==> src/hw/rtl/date_time_to_epoch_seconds_core_defines.svh <==
// Assertion macros for the epoch seconds core.
`ifndef DATE_TIME_TO_EPOCH_SECONDS_CORE_DEFINES_SVH
`define DATE_TIME_TO_EPOCH_SECONDS_CORE_DEFINES_SVH

// Same-cycle implication, checked on every rising edge outside reset.
`define DTES_ASSERT_IMP(label, ante, cons, msg) \
    label: assert property (@(posedge i_clk) disable iff (!i_rst_n) \
        (ante) |-> (cons)) else $error(msg);

// Next-cycle implication, checked on every rising edge outside reset.
`define DTES_ASSERT_NEXT(label, ante, cons, msg) \
    label: assert property (@(posedge i_clk) disable iff (!i_rst_n) \
        (ante) |=> (cons)) else $error(msg);

`endif

==> src/hw/rtl/dtes_pkg.sv <==
package dtes_pkg;

    localparam int DAY_W    = 5;
    localparam int MONTH_W  = 4;
    localparam int YEAR_W   = 12;
    localparam int HOUR_W   = 5;
    localparam int MINUTE_W = 6;
    localparam int SECOND_W = 6;
    localparam int EPOCH_W  = 37;

    localparam int IN_DATA_W  = 40;
    localparam int OUT_DATA_W = 40;

    localparam int Q100_W  = 6;
    localparam int TOD_W   = 17;
    localparam int DOY_W   = 9;
    localparam int LEAPS_W = 11;
    localparam int DAYS_W  = 21;

    localparam int RECIP_PROD_W = 25;
    localparam logic [12:0] RECIP_100 = 13'd5243;
    localparam int RECIP_SHIFT = 19;

    localparam logic [TOD_W-1:0] SECS_PER_HOUR = 17'd3600;
    localparam logic [TOD_W-1:0] SECS_PER_MIN  = 17'd60;
    localparam logic [EPOCH_W-1:0] SECS_PER_DAY = 37'd86400;
    localparam logic [DAYS_W-1:0] DAYS_PER_YEAR = 21'd365;

    localparam logic [MONTH_W-1:0] MONTH_JAN = 4'd1;
    localparam logic [MONTH_W-1:0] MONTH_FEB = 4'd2;
    localparam logic [MONTH_W-1:0] MONTH_MAR = 4'd3;
    localparam logic [MONTH_W-1:0] MONTH_APR = 4'd4;
    localparam logic [MONTH_W-1:0] MONTH_MAY = 4'd5;
    localparam logic [MONTH_W-1:0] MONTH_JUN = 4'd6;
    localparam logic [MONTH_W-1:0] MONTH_JUL = 4'd7;
    localparam logic [MONTH_W-1:0] MONTH_AUG = 4'd8;
    localparam logic [MONTH_W-1:0] MONTH_SEP = 4'd9;
    localparam logic [MONTH_W-1:0] MONTH_OCT = 4'd10;
    localparam logic [MONTH_W-1:0] MONTH_NOV = 4'd11;
    localparam logic [MONTH_W-1:0] MONTH_DEC = 4'd12;

    typedef struct packed {
        logic [SECOND_W-1:0] second;
        logic [MINUTE_W-1:0] minute;
        logic [HOUR_W-1:0]   hour;
        logic [YEAR_W-1:0]   year;
        logic [MONTH_W-1:0]  month;
        logic [DAY_W-1:0]    day;
    } t_in;

    typedef struct packed {
        logic [DAY_W-1:0]   day;
        logic [MONTH_W-1:0] month;
        logic [YEAR_W-1:0]  year;
        logic [Q100_W-1:0]  q100;
        logic [TOD_W-1:0]   tod;
        logic [DOY_W-1:0]   dbm;
        logic               month_ok;
    } t_s1;

    typedef struct packed {
        logic               date_ok;
        logic               after_epoch;
        logic [YEAR_W-1:0]  whole;
        logic [LEAPS_W-1:0] leaps_prev;
        logic [DOY_W-1:0]   doy;
        logic [TOD_W-1:0]   tod;
    } t_front;

    typedef struct packed {
        logic              date_ok;
        logic [DAYS_W-1:0] days;
        logic [TOD_W-1:0]  tod;
    } t_days;

    function automatic logic [DOY_W-1:0] days_before(input logic [MONTH_W-1:0] m);
        logic [DOY_W-1:0] d;
        case (m)
            MONTH_JAN: d = 9'd0;
            MONTH_FEB: d = 9'd31;
            MONTH_MAR: d = 9'd59;
            MONTH_APR: d = 9'd90;
            MONTH_MAY: d = 9'd120;
            MONTH_JUN: d = 9'd151;
            MONTH_JUL: d = 9'd181;
            MONTH_AUG: d = 9'd212;
            MONTH_SEP: d = 9'd243;
            MONTH_OCT: d = 9'd273;
            MONTH_NOV: d = 9'd304;
            MONTH_DEC: d = 9'd334;
            default:   d = 9'd0;
        endcase
        return d;
    endfunction

    function automatic logic [DAY_W-1:0] month_len(input logic [MONTH_W-1:0] m,
                                                   input logic leap);
        logic [DAY_W-1:0] n;
        case (m)
            MONTH_FEB: n = leap ? 5'd29 : 5'd28;
            MONTH_APR, MONTH_JUN, MONTH_SEP, MONTH_NOV: n = 5'd30;
            MONTH_JAN, MONTH_MAR, MONTH_MAY, MONTH_JUL,
            MONTH_AUG, MONTH_OCT, MONTH_DEC: n = 5'd31;
            default: n = 5'd0;
        endcase
        return n;
    endfunction

endpackage

==> src/hw/rtl/dtes_front.sv <==
module dtes_front #(
    parameter int EPOCH_YEAR = 1990
) (
    input  logic            i_clk,
    input  logic            i_rst_n,
    input  logic            i_valid,
    output logic            o_ready,
    input  dtes_pkg::t_in   i_data,
    output logic            o_valid,
    input  logic            i_ready,
    output dtes_pkg::t_front o_data
);

    localparam logic [dtes_pkg::YEAR_W-1:0] EPOCH = dtes_pkg::YEAR_W'(EPOCH_YEAR);

    logic             r_v1;
    logic             r_v2;
    dtes_pkg::t_s1    r_s1;
    dtes_pkg::t_s1    n_s1;
    dtes_pkg::t_front r_s2;
    dtes_pkg::t_front n_s2;
    logic             rdy1;
    logic             rdy2;

    logic [dtes_pkg::RECIP_PROD_W-1:0] q_prod;
    logic [dtes_pkg::YEAR_W-1:0]       cent;
    logic [dtes_pkg::YEAR_W-1:0]       rem100;
    logic                              leap;
    logic [dtes_pkg::LEAPS_W-1:0]      leaps_here;
    logic [dtes_pkg::DAY_W-1:0]        mlen;

    assign rdy2    = !r_v2 || i_ready;
    assign rdy1    = !r_v1 || rdy2;
    assign o_ready = rdy1;
    assign o_valid = r_v2;
    assign o_data  = r_s2;

    always_comb begin
        q_prod = dtes_pkg::RECIP_PROD_W'(i_data.year)
               * dtes_pkg::RECIP_PROD_W'(dtes_pkg::RECIP_100);
        n_s1.day      = i_data.day;
        n_s1.month    = i_data.month;
        n_s1.year     = i_data.year;
        n_s1.q100     = q_prod[dtes_pkg::RECIP_SHIFT +: dtes_pkg::Q100_W];
        n_s1.tod      = dtes_pkg::TOD_W'(i_data.hour) * dtes_pkg::SECS_PER_HOUR
                      + dtes_pkg::TOD_W'(i_data.minute) * dtes_pkg::SECS_PER_MIN
                      + dtes_pkg::TOD_W'(i_data.second);
        n_s1.dbm      = dtes_pkg::days_before(i_data.month);
        n_s1.month_ok = i_data.month inside {[dtes_pkg::MONTH_JAN:dtes_pkg::MONTH_DEC]};
    end

    always_comb begin
        cent       = dtes_pkg::YEAR_W'(r_s1.q100) * dtes_pkg::YEAR_W'(100);
        rem100     = r_s1.year - cent;
        leap       = (r_s1.year[1:0] == 2'd0) && ((rem100 != '0) || (r_s1.q100[1:0] == 2'd0));
        leaps_here = dtes_pkg::LEAPS_W'(r_s1.year[dtes_pkg::YEAR_W-1:2])
                   - dtes_pkg::LEAPS_W'(r_s1.q100)
                   + dtes_pkg::LEAPS_W'(r_s1.q100[dtes_pkg::Q100_W-1:2]);
        mlen       = dtes_pkg::month_len(r_s1.month, leap);

        n_s2.date_ok     = r_s1.month_ok && (r_s1.day != '0) && (r_s1.day <= mlen);
        n_s2.after_epoch = r_s1.year > EPOCH;
        n_s2.whole       = r_s1.year - EPOCH;
        n_s2.leaps_prev  = leaps_here - dtes_pkg::LEAPS_W'(leap);
        n_s2.doy         = r_s1.dbm
                         + dtes_pkg::DOY_W'(leap && (r_s1.month > dtes_pkg::MONTH_FEB))
                         + dtes_pkg::DOY_W'(r_s1.day) - 9'd1;
        n_s2.tod         = r_s1.tod;
    end

    always_ff @(posedge i_clk) begin
        if (!i_rst_n) begin
            r_v1 <= 1'b0;
            r_v2 <= 1'b0;
        end else begin
            if (rdy1) begin
                r_v1 <= i_valid;
            end
            if (rdy2) begin
                r_v2 <= r_v1;
            end
        end
    end

    always_ff @(posedge i_clk) begin
        if (rdy1 && i_valid) begin
            r_s1 <= n_s1;
        end
        if (rdy2 && r_v1) begin
            r_s2 <= n_s2;
        end
    end

endmodule

==> src/hw/rtl/dtes_days.sv <==
module dtes_days #(
    parameter int EPOCH_YEAR = 1990
) (
    input  logic             i_clk,
    input  logic             i_rst_n,
    input  logic             i_valid,
    output logic             o_ready,
    input  dtes_pkg::t_front i_data,
    output logic             o_valid,
    input  logic             i_ready,
    output dtes_pkg::t_days  o_data
);

    localparam int PREV  = EPOCH_YEAR - 1;
    localparam int LEPOCH = PREV / 4 - PREV / 100 + PREV / 400;

    logic            r_v;
    dtes_pkg::t_days r_d;
    dtes_pkg::t_days n_d;
    logic            rdy;
    logic [dtes_pkg::LEAPS_W-1:0] leap_days;

    assign rdy     = !r_v || i_ready;
    assign o_ready = rdy;
    assign o_valid = r_v;
    assign o_data  = r_d;

    always_comb begin
        leap_days   = i_data.leaps_prev - dtes_pkg::LEAPS_W'(LEPOCH);
        n_d.date_ok = i_data.date_ok;
        n_d.tod     = i_data.tod;
        if (i_data.after_epoch) begin
            n_d.days = dtes_pkg::DAYS_W'(i_data.whole) * dtes_pkg::DAYS_PER_YEAR
                     + dtes_pkg::DAYS_W'(leap_days)
                     + dtes_pkg::DAYS_W'(i_data.doy);
        end else begin
            n_d.days = dtes_pkg::DAYS_W'(i_data.doy);
        end
    end

    always_ff @(posedge i_clk) begin
        if (!i_rst_n) begin
            r_v <= 1'b0;
        end else if (rdy) begin
            r_v <= i_valid;
        end
    end

    always_ff @(posedge i_clk) begin
        if (rdy && i_valid) begin
            r_d <= n_d;
        end
    end

endmodule

==> src/hw/rtl/dtes_secs.sv <==
module dtes_secs (
    input  logic                         i_clk,
    input  logic                         i_rst_n,
    input  logic                         i_valid,
    output logic                         o_ready,
    input  dtes_pkg::t_days              i_data,
    output logic                         o_valid,
    input  logic                         i_ready,
    output logic [dtes_pkg::EPOCH_W-1:0] o_secs,
    output logic                         o_date_ok
);

    logic                         r_v4;
    logic                         r_v5;
    logic [dtes_pkg::EPOCH_W-1:0] r_prod;
    logic [dtes_pkg::TOD_W-1:0]   r_tod;
    logic                         r_ok4;
    logic [dtes_pkg::EPOCH_W-1:0] r_secs;
    logic                         r_ok5;
    logic [dtes_pkg::EPOCH_W-1:0] n_prod;
    logic [dtes_pkg::EPOCH_W-1:0] n_secs;
    logic                         rdy4;
    logic                         rdy5;

    assign rdy5      = !r_v5 || i_ready;
    assign rdy4      = !r_v4 || rdy5;
    assign o_ready   = rdy4;
    assign o_valid   = r_v5;
    assign o_secs    = r_secs;
    assign o_date_ok = r_ok5;

    assign n_prod = dtes_pkg::EPOCH_W'(i_data.days) * dtes_pkg::SECS_PER_DAY;
    assign n_secs = r_ok4 ? (r_prod + dtes_pkg::EPOCH_W'(r_tod)) : '0;

    always_ff @(posedge i_clk) begin
        if (!i_rst_n) begin
            r_v4 <= 1'b0;
            r_v5 <= 1'b0;
        end else begin
            if (rdy4) begin
                r_v4 <= i_valid;
            end
            if (rdy5) begin
                r_v5 <= r_v4;
            end
        end
    end

    always_ff @(posedge i_clk) begin
        if (rdy4 && i_valid) begin
            r_prod <= n_prod;
            r_tod  <= i_data.tod;
            r_ok4  <= i_data.date_ok;
        end
        if (rdy5 && r_v4) begin
            r_secs <= n_secs;
            r_ok5  <= r_ok4;
        end
    end

endmodule

==> src/hw/rtl/date_time_to_epoch_seconds_core.sv <==
// Throughput: one beat per cycle; every stage holds its beat while the next one is full.
// The pipeline is five registers: year split and time of day, leap and date check,
// day count, day-to-second product, final sum.
// Reset (synchronous, active low) clears all stage valid bits; data registers keep their values.
`include "date_time_to_epoch_seconds_core_defines.svh"

module date_time_to_epoch_seconds_core #(
    parameter int EPOCH_YEAR = 1990
) (
    input  logic                            i_clk,
    input  logic                            i_rst_n,
    input  logic                            i_s_tvalid,
    output logic                            o_s_tready,
    // day, month, year, hour, minute, second (from bit 0 up), zero padded
    input  logic [dtes_pkg::IN_DATA_W-1:0]  i_s_tdata,
    output logic                            o_m_tvalid,
    input  logic                            i_m_tready,
    // epoch_seconds (from bit 0 up), zero padded
    output logic [dtes_pkg::OUT_DATA_W-1:0] o_m_tdata,
    // date_valid
    output logic [0:0]                      o_m_tuser
);

    dtes_pkg::t_in    in_data;
    dtes_pkg::t_front front_data;
    dtes_pkg::t_days  days_data;
    logic             front_valid;
    logic             front_ready;
    logic             days_valid;
    logic             days_ready;
    logic [dtes_pkg::EPOCH_W-1:0] secs;
    logic             date_ok;

    assign in_data   = dtes_pkg::t_in'(i_s_tdata[$bits(dtes_pkg::t_in)-1:0]);
    assign o_m_tdata = dtes_pkg::OUT_DATA_W'(secs);
    assign o_m_tuser = date_ok;

    dtes_front #(
        .EPOCH_YEAR(EPOCH_YEAR)
    ) u_front (
        .i_clk  (i_clk),
        .i_rst_n(i_rst_n),
        .i_valid(i_s_tvalid),
        .o_ready(o_s_tready),
        .i_data (in_data),
        .o_valid(front_valid),
        .i_ready(front_ready),
        .o_data (front_data)
    );

    dtes_days #(
        .EPOCH_YEAR(EPOCH_YEAR)
    ) u_days (
        .i_clk  (i_clk),
        .i_rst_n(i_rst_n),
        .i_valid(front_valid),
        .o_ready(front_ready),
        .i_data (front_data),
        .o_valid(days_valid),
        .i_ready(days_ready),
        .o_data (days_data)
    );

    dtes_secs u_secs (
        .i_clk    (i_clk),
        .i_rst_n  (i_rst_n),
        .i_valid  (days_valid),
        .o_ready  (days_ready),
        .i_data   (days_data),
        .o_valid  (o_m_tvalid),
        .i_ready  (i_m_tready),
        .o_secs   (secs),
        .o_date_ok(date_ok)
    );

    `DTES_ASSERT_IMP(a_invalid_is_zero, o_m_tvalid && !o_m_tuser[0], o_m_tdata == '0, "invalid date with nonzero seconds")
    `DTES_ASSERT_IMP(a_full_only_when_held, !o_s_tready, o_m_tvalid && !i_m_tready, "input stalled while output drains")
    `DTES_ASSERT_NEXT(a_full_stays_full, !o_s_tready && !i_m_tready, o_m_tvalid && $stable(o_m_tdata), "full pipeline lost a beat")

endmodule

==> config.mk <==
export PLATFORM = sky130hd
export DESIGN_NAME = date_time_to_epoch_seconds_core
export DESIGN_NICKNAME = d
export VERILOG_FILES = /design/src/hw/rtl/dtes_pkg.sv /design/src/hw/rtl/dtes_front.sv /design/src/hw/rtl/dtes_days.sv /design/src/hw/rtl/dtes_secs.sv /design/src/hw/rtl/date_time_to_epoch_seconds_core.sv
export VERILOG_INCLUDE_DIRS = /design/src /design/src/hw/rtl
export SDC_FILE = /design/constraint.sdc
export NUM_CORES = 1
export LEC_CHECK = 0
export BUFFER_PORTS_ARGS = -buffer_cell sky130_fd_sc_hd__buf_2
export CAP_MARGIN = 10
export CORE_MARGIN = 2
export CORE_UTILIZATION = 23
export DETAILED_ROUTE_END_ITERATION = 8
export GPL_ROUTABILITY_DRIVEN = 0
export PLACE_DENSITY = 0.42
export SETUP_SLACK_MARGIN = 0.02
export SYNTH_ARGS = -nofsm -noshare
export SYNTH_HDL_FRONTEND = slang
export SYNTH_SLANG_ARGS = --single-unit
export TNS_END_PERCENT = 50
==> constraint.sdc <==
create_clock -name i_clk -period 8.1 [get_ports i_clk]
set_clock_uncertainty 0.05 [all_clocks]
set_input_delay 1.62 -clock i_clk [delete_from_list [all_inputs] [get_ports i_clk]]
set_output_delay 1.62 -clock i_clk [all_outputs]
set_load 0.02 [all_outputs]
==> results of run 1 <==
stage by stage:
step | cells | utilization
6_report | 3310 | 0.266
5_1_grt | 3310 | 0.266
2_1_floorplan | 1939 | -
3_3_place_gp | 3254 | 0.254
4_1_cts | 3310 | 0.266
3_5_place_dp | 3254 | 0.254
routing by layer:
layer | GRT usage | wire length [µm] | vias up
li1 | - | - | 6794
met1 | 0.116 | 19600 | 6402
met2 | 0.169 | 21700 | 175
met3 | 0.0132 | 1390 | 50
met4 | 0.0237 | 1030 | 2
met5 | 0 | 16 | -
logic make-up (layout without fill, tap and decap cells):
logic type | after synthesis | count (layout)
AOI/OAI and AO/OA | 301 | 301
xor gates and xnor gates | 117 | 117
adders and majority gates | 546 | 546
buffers and inverters | 440 | 568
DFF | 235 | 235
muxes | 13 | 13
other | 1 | 3
and+or+nand+nor | 284 | 284
registers in the layout (all words and copies together) (netlist names):
name and count:
u_days.o_data 39, u_days.o_valid 1, u_front.n_s2 17, u_front.o_data 51, u_front.o_valid 1, u_front.r_s1 37, u_front.r_v1 1, u_secs.o_date_ok 1
u_secs.o_secs 37, u_secs.o_valid 1, u_secs.r_ok4 1, u_secs.r_prod 30, u_secs.r_tod 17, u_secs.r_v4 1
worst max path at each step:
stage	to
5_1_grt	u_front.o_data[36]$_DFFE_PP_
6_report	u_front.o_data[36]$_DFFE_PP_
4_1_cts	u_front.o_data[36]$_DFFE_PP_
2_1_floorplan	u_front.o_data[0]$_DFFE_PP_
3_5_place_dp	u_front.o_data[36]$_DFFE_PP_
3_3_place_gp	u_front.o_data[36]$_DFFE_PP_
worst max-delay path: cells and delay by family (launching register included):
| kind | cells | cell delay [ns] |
|---|---|---|
| buffers and inverters | 5 | 0.45 |
| XOR/XNOR | 1 | 0.18 |
| flip-flops | 1 | 0.50 |
| AND/OR/NAND/NOR | 4 | 0.80 |
| adder cells (fa/ha/maj) | 9 | 3.04 |
| AO/OA/AOI/OAI | 10 | 1.64 |
cells in the mapped netlist (3+ instances only):
master | instances | area (µm²)
sky130_fd_sc_hd__nand3_1 | 29 | 145
sky130_fd_sc_hd__clkbuf_1 | 12 | 45.0
sky130_fd_sc_hd__inv_1 | 421 | 1580
sky130_fd_sc_hd__or3_1 | 15 | 93.8
sky130_fd_sc_hd__and3_1 | 15 | 93.8
sky130_fd_sc_hd__nand4_1 | 15 | 93.8
sky130_fd_sc_hd__o21bai_1 | 17 | 128
sky130_fd_sc_hd__nand3b_1 | 4 | 30.0
sky130_fd_sc_hd__a21o_1 | 40 | 300
sky130_fd_sc_hd__a21oi_1 | 92 | 460
sky130_fd_sc_hd__mux2_2 | 5 | 56.3
sky130_fd_sc_hd__fa_1 | 167 | 3340
sky130_fd_sc_hd__nor2b_1 | 18 | 113
sky130_fd_sc_hd__o21ai_0 | 55 | 275
sky130_fd_sc_hd__and2_1 | 14 | 87.6
sky130_fd_sc_hd__nand2b_1 | 10 | 62.6
sky130_fd_sc_hd__edfxtp_1 | 230 | 6910
sky130_fd_sc_hd__nor4_1 | 5 | 31.3
sky130_fd_sc_hd__buf_4 | 3 | 22.5
sky130_fd_sc_hd__o31ai_1 | 5 | 37.5
sky130_fd_sc_hd__o21a_1 | 20 | 150
sky130_fd_sc_hd__nor3_1 | 25 | 125
sky130_fd_sc_hd__xor2_1 | 46 | 403
sky130_fd_sc_hd__o211ai_1 | 8 | 60.1
sky130_fd_sc_hd__nor3b_1 | 3 | 22.5
sky130_fd_sc_hd__a211oi_1 | 16 | 120
sky130_fd_sc_hd__mux2i_1 | 8 | 80.1
sky130_fd_sc_hd__a31oi_1 | 10 | 62.6
sky130_fd_sc_hd__a21boi_0 | 5 | 37.5
sky130_fd_sc_hd__nand2_1 | 56 | 210
sky130_fd_sc_hd__xnor2_1 | 71 | 622
sky130_fd_sc_hd__dfxtp_1 | 5 | 100
sky130_fd_sc_hd__ha_1 | 379 | 4740
sky130_fd_sc_hd__nor2_1 | 65 | 244
layout make-up:
type,count,share of cell area
multi-input combinational,1264,0.521
sequential,235,0.287
inverter,423,0.0651
tap,1243,0.0637
clock buffer,32,0.0311
timing repair buffer,89,0.0191
clock inverter,24,0.0129
==> flow_metrics.py, run 1 <==
metrics = {
    "grt": {
        "grt_start_max_net_pins": 55,
        "grt_first_pass_wirelength_um": 72500,
        "grt_pass1_vias": 14300,
        "global_route.usage.total": 0.0934,
        "antenna_violations_before_repair": 2,
        "global_route.overflow_total": 0,
    },
    "layout": {
        "multiInputGateArea_mm2": 0.0127,
        "fillCellCount": 9665,
        "ff_latch_area_mm2": 0.00701,
        "mostFrequentLayoutCell": "sky130_fd_sc_hd__inv_1",
        "finalNetCount": 2633,
        "antenna_cells": 0,
        "syn2layout_area_growth_pct": 14.4,
        "top_library_cells_by_usage_in_the_layout_fill_and_taps_aside": "sky130_fd_sc_hd__inv_1 (421), sky130_fd_sc_hd__ha_1 (379), sky130_fd_sc_hd__edfxtp_1 (230)",
        "fraction_of_layout_instances_using_a_drive_strength_above_1": 0.0764,
        "finish.instance_area_mm2": 0.0244,
    },
    "logic_synthesis": {
        "synth_cells": 1937,
        "postSynthAreaPerCell_um2": 11.0,
        "seq_area_frac_synth": 0.328,
        "post_synth_xor_area_fraction": 0.0480,
        "synth-main-ff-cell": "sky130_fd_sc_hd__edfxtp_1",
        "synth_seq_cells": 235,
        "post_synth_and_or_nand_nor_area_fraction": 0.0672,
        "synthMuxAreaShare": 0.00639,
        "yosys.area_share.adder": 0.379,
        "synth_top_family_by_area": "adder cells",
        "yosysUniqueCellTypes": 71,
        "postSynth.asyncResetShare": 0,
        "post_synth_instance_area_mm2": 0.0213,
        "synth-edff-count": 230,
        "synth-compound-area-share": 0.0926,
        "yosys_warnings": 0,
    },
    "routing": {
        "detailed_route_vias_per_instance": 4.06,
        "avgRoutedWirePerCell_um": 13.2,
        "number_of_remaining_drc_errors": 0,
        "route.vias.total": 13400,
        "routed_wl_um": 43700,
        "initialDrtViolationCount": 415,
        "drtAntennaViolNets": 0,
        "detail_route.first_pass.iterations": 4,
    },
    "worst_setup_path": {
        "cp_data_arrival_time_ns": 7.19,
        "worst_r2r_endpoint": "u_front.o_data[36]$_DFFE_PP_",
        "timing.critical_path.required_ns": 8.37,
        "ff2ff_path_depth": 29,
        "critical_path.max_fanout": 5,
        "timing.critical_path.mode_cell": "sky130_fd_sc_hd__ha_1",
        "critical_path.max_stage_delay_ns": 0.50,
        "cp-start-kind": "flip-flop",
        "cp_slowest_cell": "sky130_fd_sc_hd__edfxtp_1",
        "setup.worst_path.class": "reg2reg",
        "worstSetupStartpoint": "u_front.r_s1[29]$_DFFE_PP_",
        "setup.reg_to_reg.worst_slack_ns": 1.18,
        "critical_path.reg2reg.startpoint": "u_front.r_s1[29]$_DFFE_PP_",
        "timing.critical_path.to_type": "flip-flop",
    },
    "placement": {
        "port_buffers": 81,
        "hpwl_um": 36800,
        "placed_cell_area_mm2": 0.0233,
        "post-place-ws_ns": 1.17,
    },
    "floorplan": {
        "initial_utilization": 0.232,
        "die_width_um": 309,
        "rows": 111,
        "core-area_mm2": 0.0918,
        "design.die.area_mm2": 0.0952,
        "chipHeight_um": 309,
        "design.portCount": 87,
    },
    "worst_hold_path": {
        "hold_class": "reg2reg",
        "min_from": "u_days.o_data[38]$_DFFE_PP_",
        "min_delay_worst_endpoint": "u_secs.r_ok4$_DFFE_PP_",
        "hold_path_depth": 0,
    },
    "clock_tree": {
        "post-cts-setup-buffer-count": 0,
        "ctsLongestPathBuffers": 3,
        "post_cts_resize_count": 0,
        "tritoncts_num_sinks": 235,
        "insertion_delay_ns": 0.59,
        "cts-root-buf": "sky130_fd_sc_hd__clkbuf_16",
        "cts.reportedPaths.clkPinSlew_ns": 0.06,
        "htree_levels": 1,
        "cts.hold.buffers_added": 0,
        "numCtsBuffers": 30,
        "tritoncts": "built",
    },
    "sta": {
        "period_minus_slack_ns": 6.92,
        "slew_headroom": 0.240,
        "drv_slew": 0,
        "tightestPinTransition_ns": 1.14,
        "timing.setup.tns_ns": 0,
        "share_of_the_clock_period_used_by_the_worst_path_after_layout": 0.854,
        "hold_ws_ns": 0.358,
        "least_setup_slack_across_all_paths_after_layout_ns": 1.18,
        "hold_viol_final": 0,
        "max_clock_freq_mhz": 145,
        "setup_repair_after_global_routing_missed_its_margin": "no",
        "setup_viol": 0,
    },
    "run": {
        "max_cap_viols": 0,
    },
    "status": {
        "status": "complete, no violations",
    },
}
Power of run 1 is left out: the tool's default activity adds up to more than one toggle a clock period on the data nets, which glitch-free logic cannot reach.
==> inputs of run 2 (changes only) <==
--- a/config.mk
+++ b/config.mk
@@ -6,6 +6,7 @@
 export SDC_FILE = /design/constraint.sdc
 export NUM_CORES = 1
 export LEC_CHECK = 0
+export ABC_AREA = 1
 export BUFFER_PORTS_ARGS = -buffer_cell sky130_fd_sc_hd__buf_2
 export CAP_MARGIN = 10
 export CORE_MARGIN = 2
==> run 2 against run 1 <==
Net effect:
- hold slack worse by 0.0018 ns
- critical path depth is 1 lower
- utilization is 0.11 points lower
- first-iteration DRC count rose by 32%
- via count rose by 18%
- routed wire length increased by 23%
- sequential share of layout area shrank 1.8 points
- cell area grew 6.8%
- global-route usage is 1.4 points higher
- clock-buffer cell count increased by 7
- register-to-register slack better by 0.87 ns
- area after synthesis rose by 7.3%
- critical path type unchanged
==> flow_metrics.py, run 2 <==
metrics = {
    "logic_synthesis": {
        "post_synth_instance_area_mm2": 0.0229,
        "postSynth.asyncResetShare": 0,
        "seq_area_frac_synth": 0.306,
        "synthMostInstantiatedCell": "sky130_fd_sc_hd__inv_1",
        "yosysUniqueCellTypes": 51,
        "synth_top_cells_by_area": "sky130_fd_sc_hd__edfxtp_1 (30%), sky130_fd_sc_hd__ha_1 (21%), sky130_fd_sc_hd__fa_1 (15%)",
        "synth_seq_cells": 235,
        "synth-main-ff-cell": "sky130_fd_sc_hd__edfxtp_1",
        "synth_largest_type_area_fraction": 0.302,
        "netlist.top_cell.by_area": "sky130_fd_sc_hd__edfxtp_1",
        "synth-edff-count": 230,
        "yosys-top-cells-count": "sky130_fd_sc_hd__inv_1 (577), sky130_fd_sc_hd__ha_1 (379), sky130_fd_sc_hd__nand2_1 (377)",
        "synth_cells": 2475,
        "postSynthAreaPerCell_um2": 9.24,
        "yosys_warnings": 0,
    },
    "floorplan": {
        "die_width_um": 319,
        "rows": 115,
        "initial_utilization": 0.232,
        "design.die.area_mm2": 0.102,
        "design.portCount": 87,
        "chipHeight_um": 319,
        "core-area_mm2": 0.0984,
    },
    "placement": {
        "port_buffers": 81,
        "post-place-ws_ns": 1.99,
        "post-place-cells": 3844,
        "hpwl_um": 45700,
    },
    "worst_setup_path": {
        "critical_path.max_fanout": 5,
        "critical_path.n_buffers_inverters": 4,
        "cp_data_arrival_time_ns": 6.28,
        "setup.worst_path.class": "reg2reg",
        "cp-start-kind": "flip-flop",
        "timing.critical_path.to_type": "flip-flop",
        "critical_path.top_delay_family": "adder cells",
        "critical_path_cell_count": 28,
        "ff2ff_path_depth": 28,
        "cp_slowest_cell": "sky130_fd_sc_hd__edfxtp_1",
        "timing.critical_path.required_ns": 8.33,
        "critical_path.max_stage_delay_ns": 0.51,
    },
    "layout": {
        "syn2layout_area_growth_pct": 13.9,
        "multiInputGateArea_mm2": 0.0137,
        "fin_util": 0.265,
        "ff_latch_area_mm2": 0.00701,
        "mostFrequentLayoutCell": "sky130_fd_sc_hd__inv_1",
        "finalNetCount": 3183,
        "fillCellCount": 10700,
        "final_cells": 3905,
        "top_library_cells_by_usage_in_the_layout_fill_and_taps_aside": "sky130_fd_sc_hd__inv_1 (575), sky130_fd_sc_hd__ha_1 (379), sky130_fd_sc_hd__nand2_1 (377)",
        "fraction_of_layout_instances_using_a_drive_strength_above_1": 0.0669,
        "largest_register_ffs": 51,
    },
    "routing": {
        "route.vias.total": 15800,
        "routed_wl_um": 54000,
        "drtAntennaViolNets": 0,
        "initialDrtViolationCount": 547,
        "detail_route.first_pass.iterations": 5,
        "number_of_remaining_drc_errors": 0,
        "detailed_route_vias_per_instance": 4.05,
        "avgRoutedWirePerCell_um": 13.8,
    },
    "grt": {
        "global_route.usage.total": 0.107,
        "antenna_violations_before_repair": 4,
        "global_route.overflow_total": 0,
        "grt_pass1_vias": 16400,
        "grt_start_max_net_pins": 52,
        "grt_first_pass_wirelength_um": 87700,
    },
    "sta": {
        "setup_viol": 0,
        "share_of_the_clock_period_used_by_the_worst_path_after_layout": 0.747,
        "least_setup_slack_across_all_paths_after_layout_ns": 2.05,
        "slew_headroom": 0.524,
        "setup_repair_after_global_routing_missed_its_margin": "no",
        "max_clock_freq_mhz": 165,
        "drv_slew": 0,
        "timing.setup.tns_ns": 0,
        "period_minus_slack_ns": 6.05,
        "hold_viol_final": 0,
        "tightestPinTransition_ns": 0.714,
    },
    "clock_tree": {
        "insertion_delay_ns": 0.55,
        "cts-root-buf": "sky130_fd_sc_hd__clkbuf_16",
        "cts.hold.buffers_added": 0,
        "tritoncts_num_sinks": 235,
        "ctsLongestPathBuffers": 3,
        "post_cts_resize_count": 0,
        "tritoncts": "built",
        "htree_levels": 2,
        "cts.reportedPaths.clkPinSlew_ns": 0.06,
        "post-cts-setup-buffer-count": 0,
        "numCtsBuffers": 34,
    },
    "run": {
        "max_cap_viols": 0,
    },
    "status": {
        "status": "complete, no violations",
    },
    "worst_hold_path": {
        "hold_class": "reg2reg",
        "hold_path_depth": 0,
    },
}
run 2: cells by family after synthesis:
family | count (synthesis) | synth area share
simple gates | 718 | 0.135
buf+inv | 587 | 0.0969
fa+ha+maj | 546 | 0.353
compound gates | 295 | 0.0723
flops | 235 | 0.306
xor+xnor | 93 | 0.0359
other cells | 1 | 0.000164
run 2: final timing paths:
check                                                     to                        from  slack, ns
worst max-delay path            u_front.o_data[34]$_DFFE_PP_  u_front.r_s1[29]$_DFFE_PP_       2.05
worst min-delay path             u_front.o_data[1]$_DFFE_PP_   u_front.n_s2[1]$_DFFE_PP_       0.36
worst min register to register   u_front.o_data[1]$_DFFE_PP_   u_front.n_s2[1]$_DFFE_PP_       0.36
worst max register to register  u_front.o_data[34]$_DFFE_PP_  u_front.r_s1[29]$_DFFE_PP_       2.05
run 2: routing by layer:
metal	vias to the layer above	wire, µm	global-route usage
met5	-	27	0
met3	60	1940	0.0185
met1	7295	24700	0.136
met2	161	26300	0.191
li1	8279	-	-
met4	4	981	0.0234
run 2: layout make-up:
type / instances / area share
diodes: 2 / 0.000192
clock buffers: 39 / 0.0334
well taps: 1287 / 0.0618
repair buffers: 88 / 0.0176
inverters: 579 / 0.0834
flip-flops and latches: 235 / 0.269
multi-input cells: 1655 / 0.525
clock inverters: 20 / 0.00946
run 2: stage by stage:
step	cell area, µm²	hold slack (ns)
final	26100	0.356
after CTS	26100	0.358
after global routing	26100	0.366
after detailed placement	24900	0.355
after floorplan	22900	0.350
after global placement	24900	0.351
run 2: worst register-to-register path, delay by kind of cell (launching register included):
| kind | cells | cell delay (ns) |
|---|---|---|
| xor gates and xnor gates | 2 | 0.30 |
| AOI/OAI and AO/OA | 1 | 0.13 |
| buffers and inverters | 4 | 0.21 |
| adders and majority gates | 9 | 3.14 |
| DFF | 1 | 0.51 |
| and+or+nand+nor | 12 | 1.48 |
Power of run 2 is left out for the same reason.
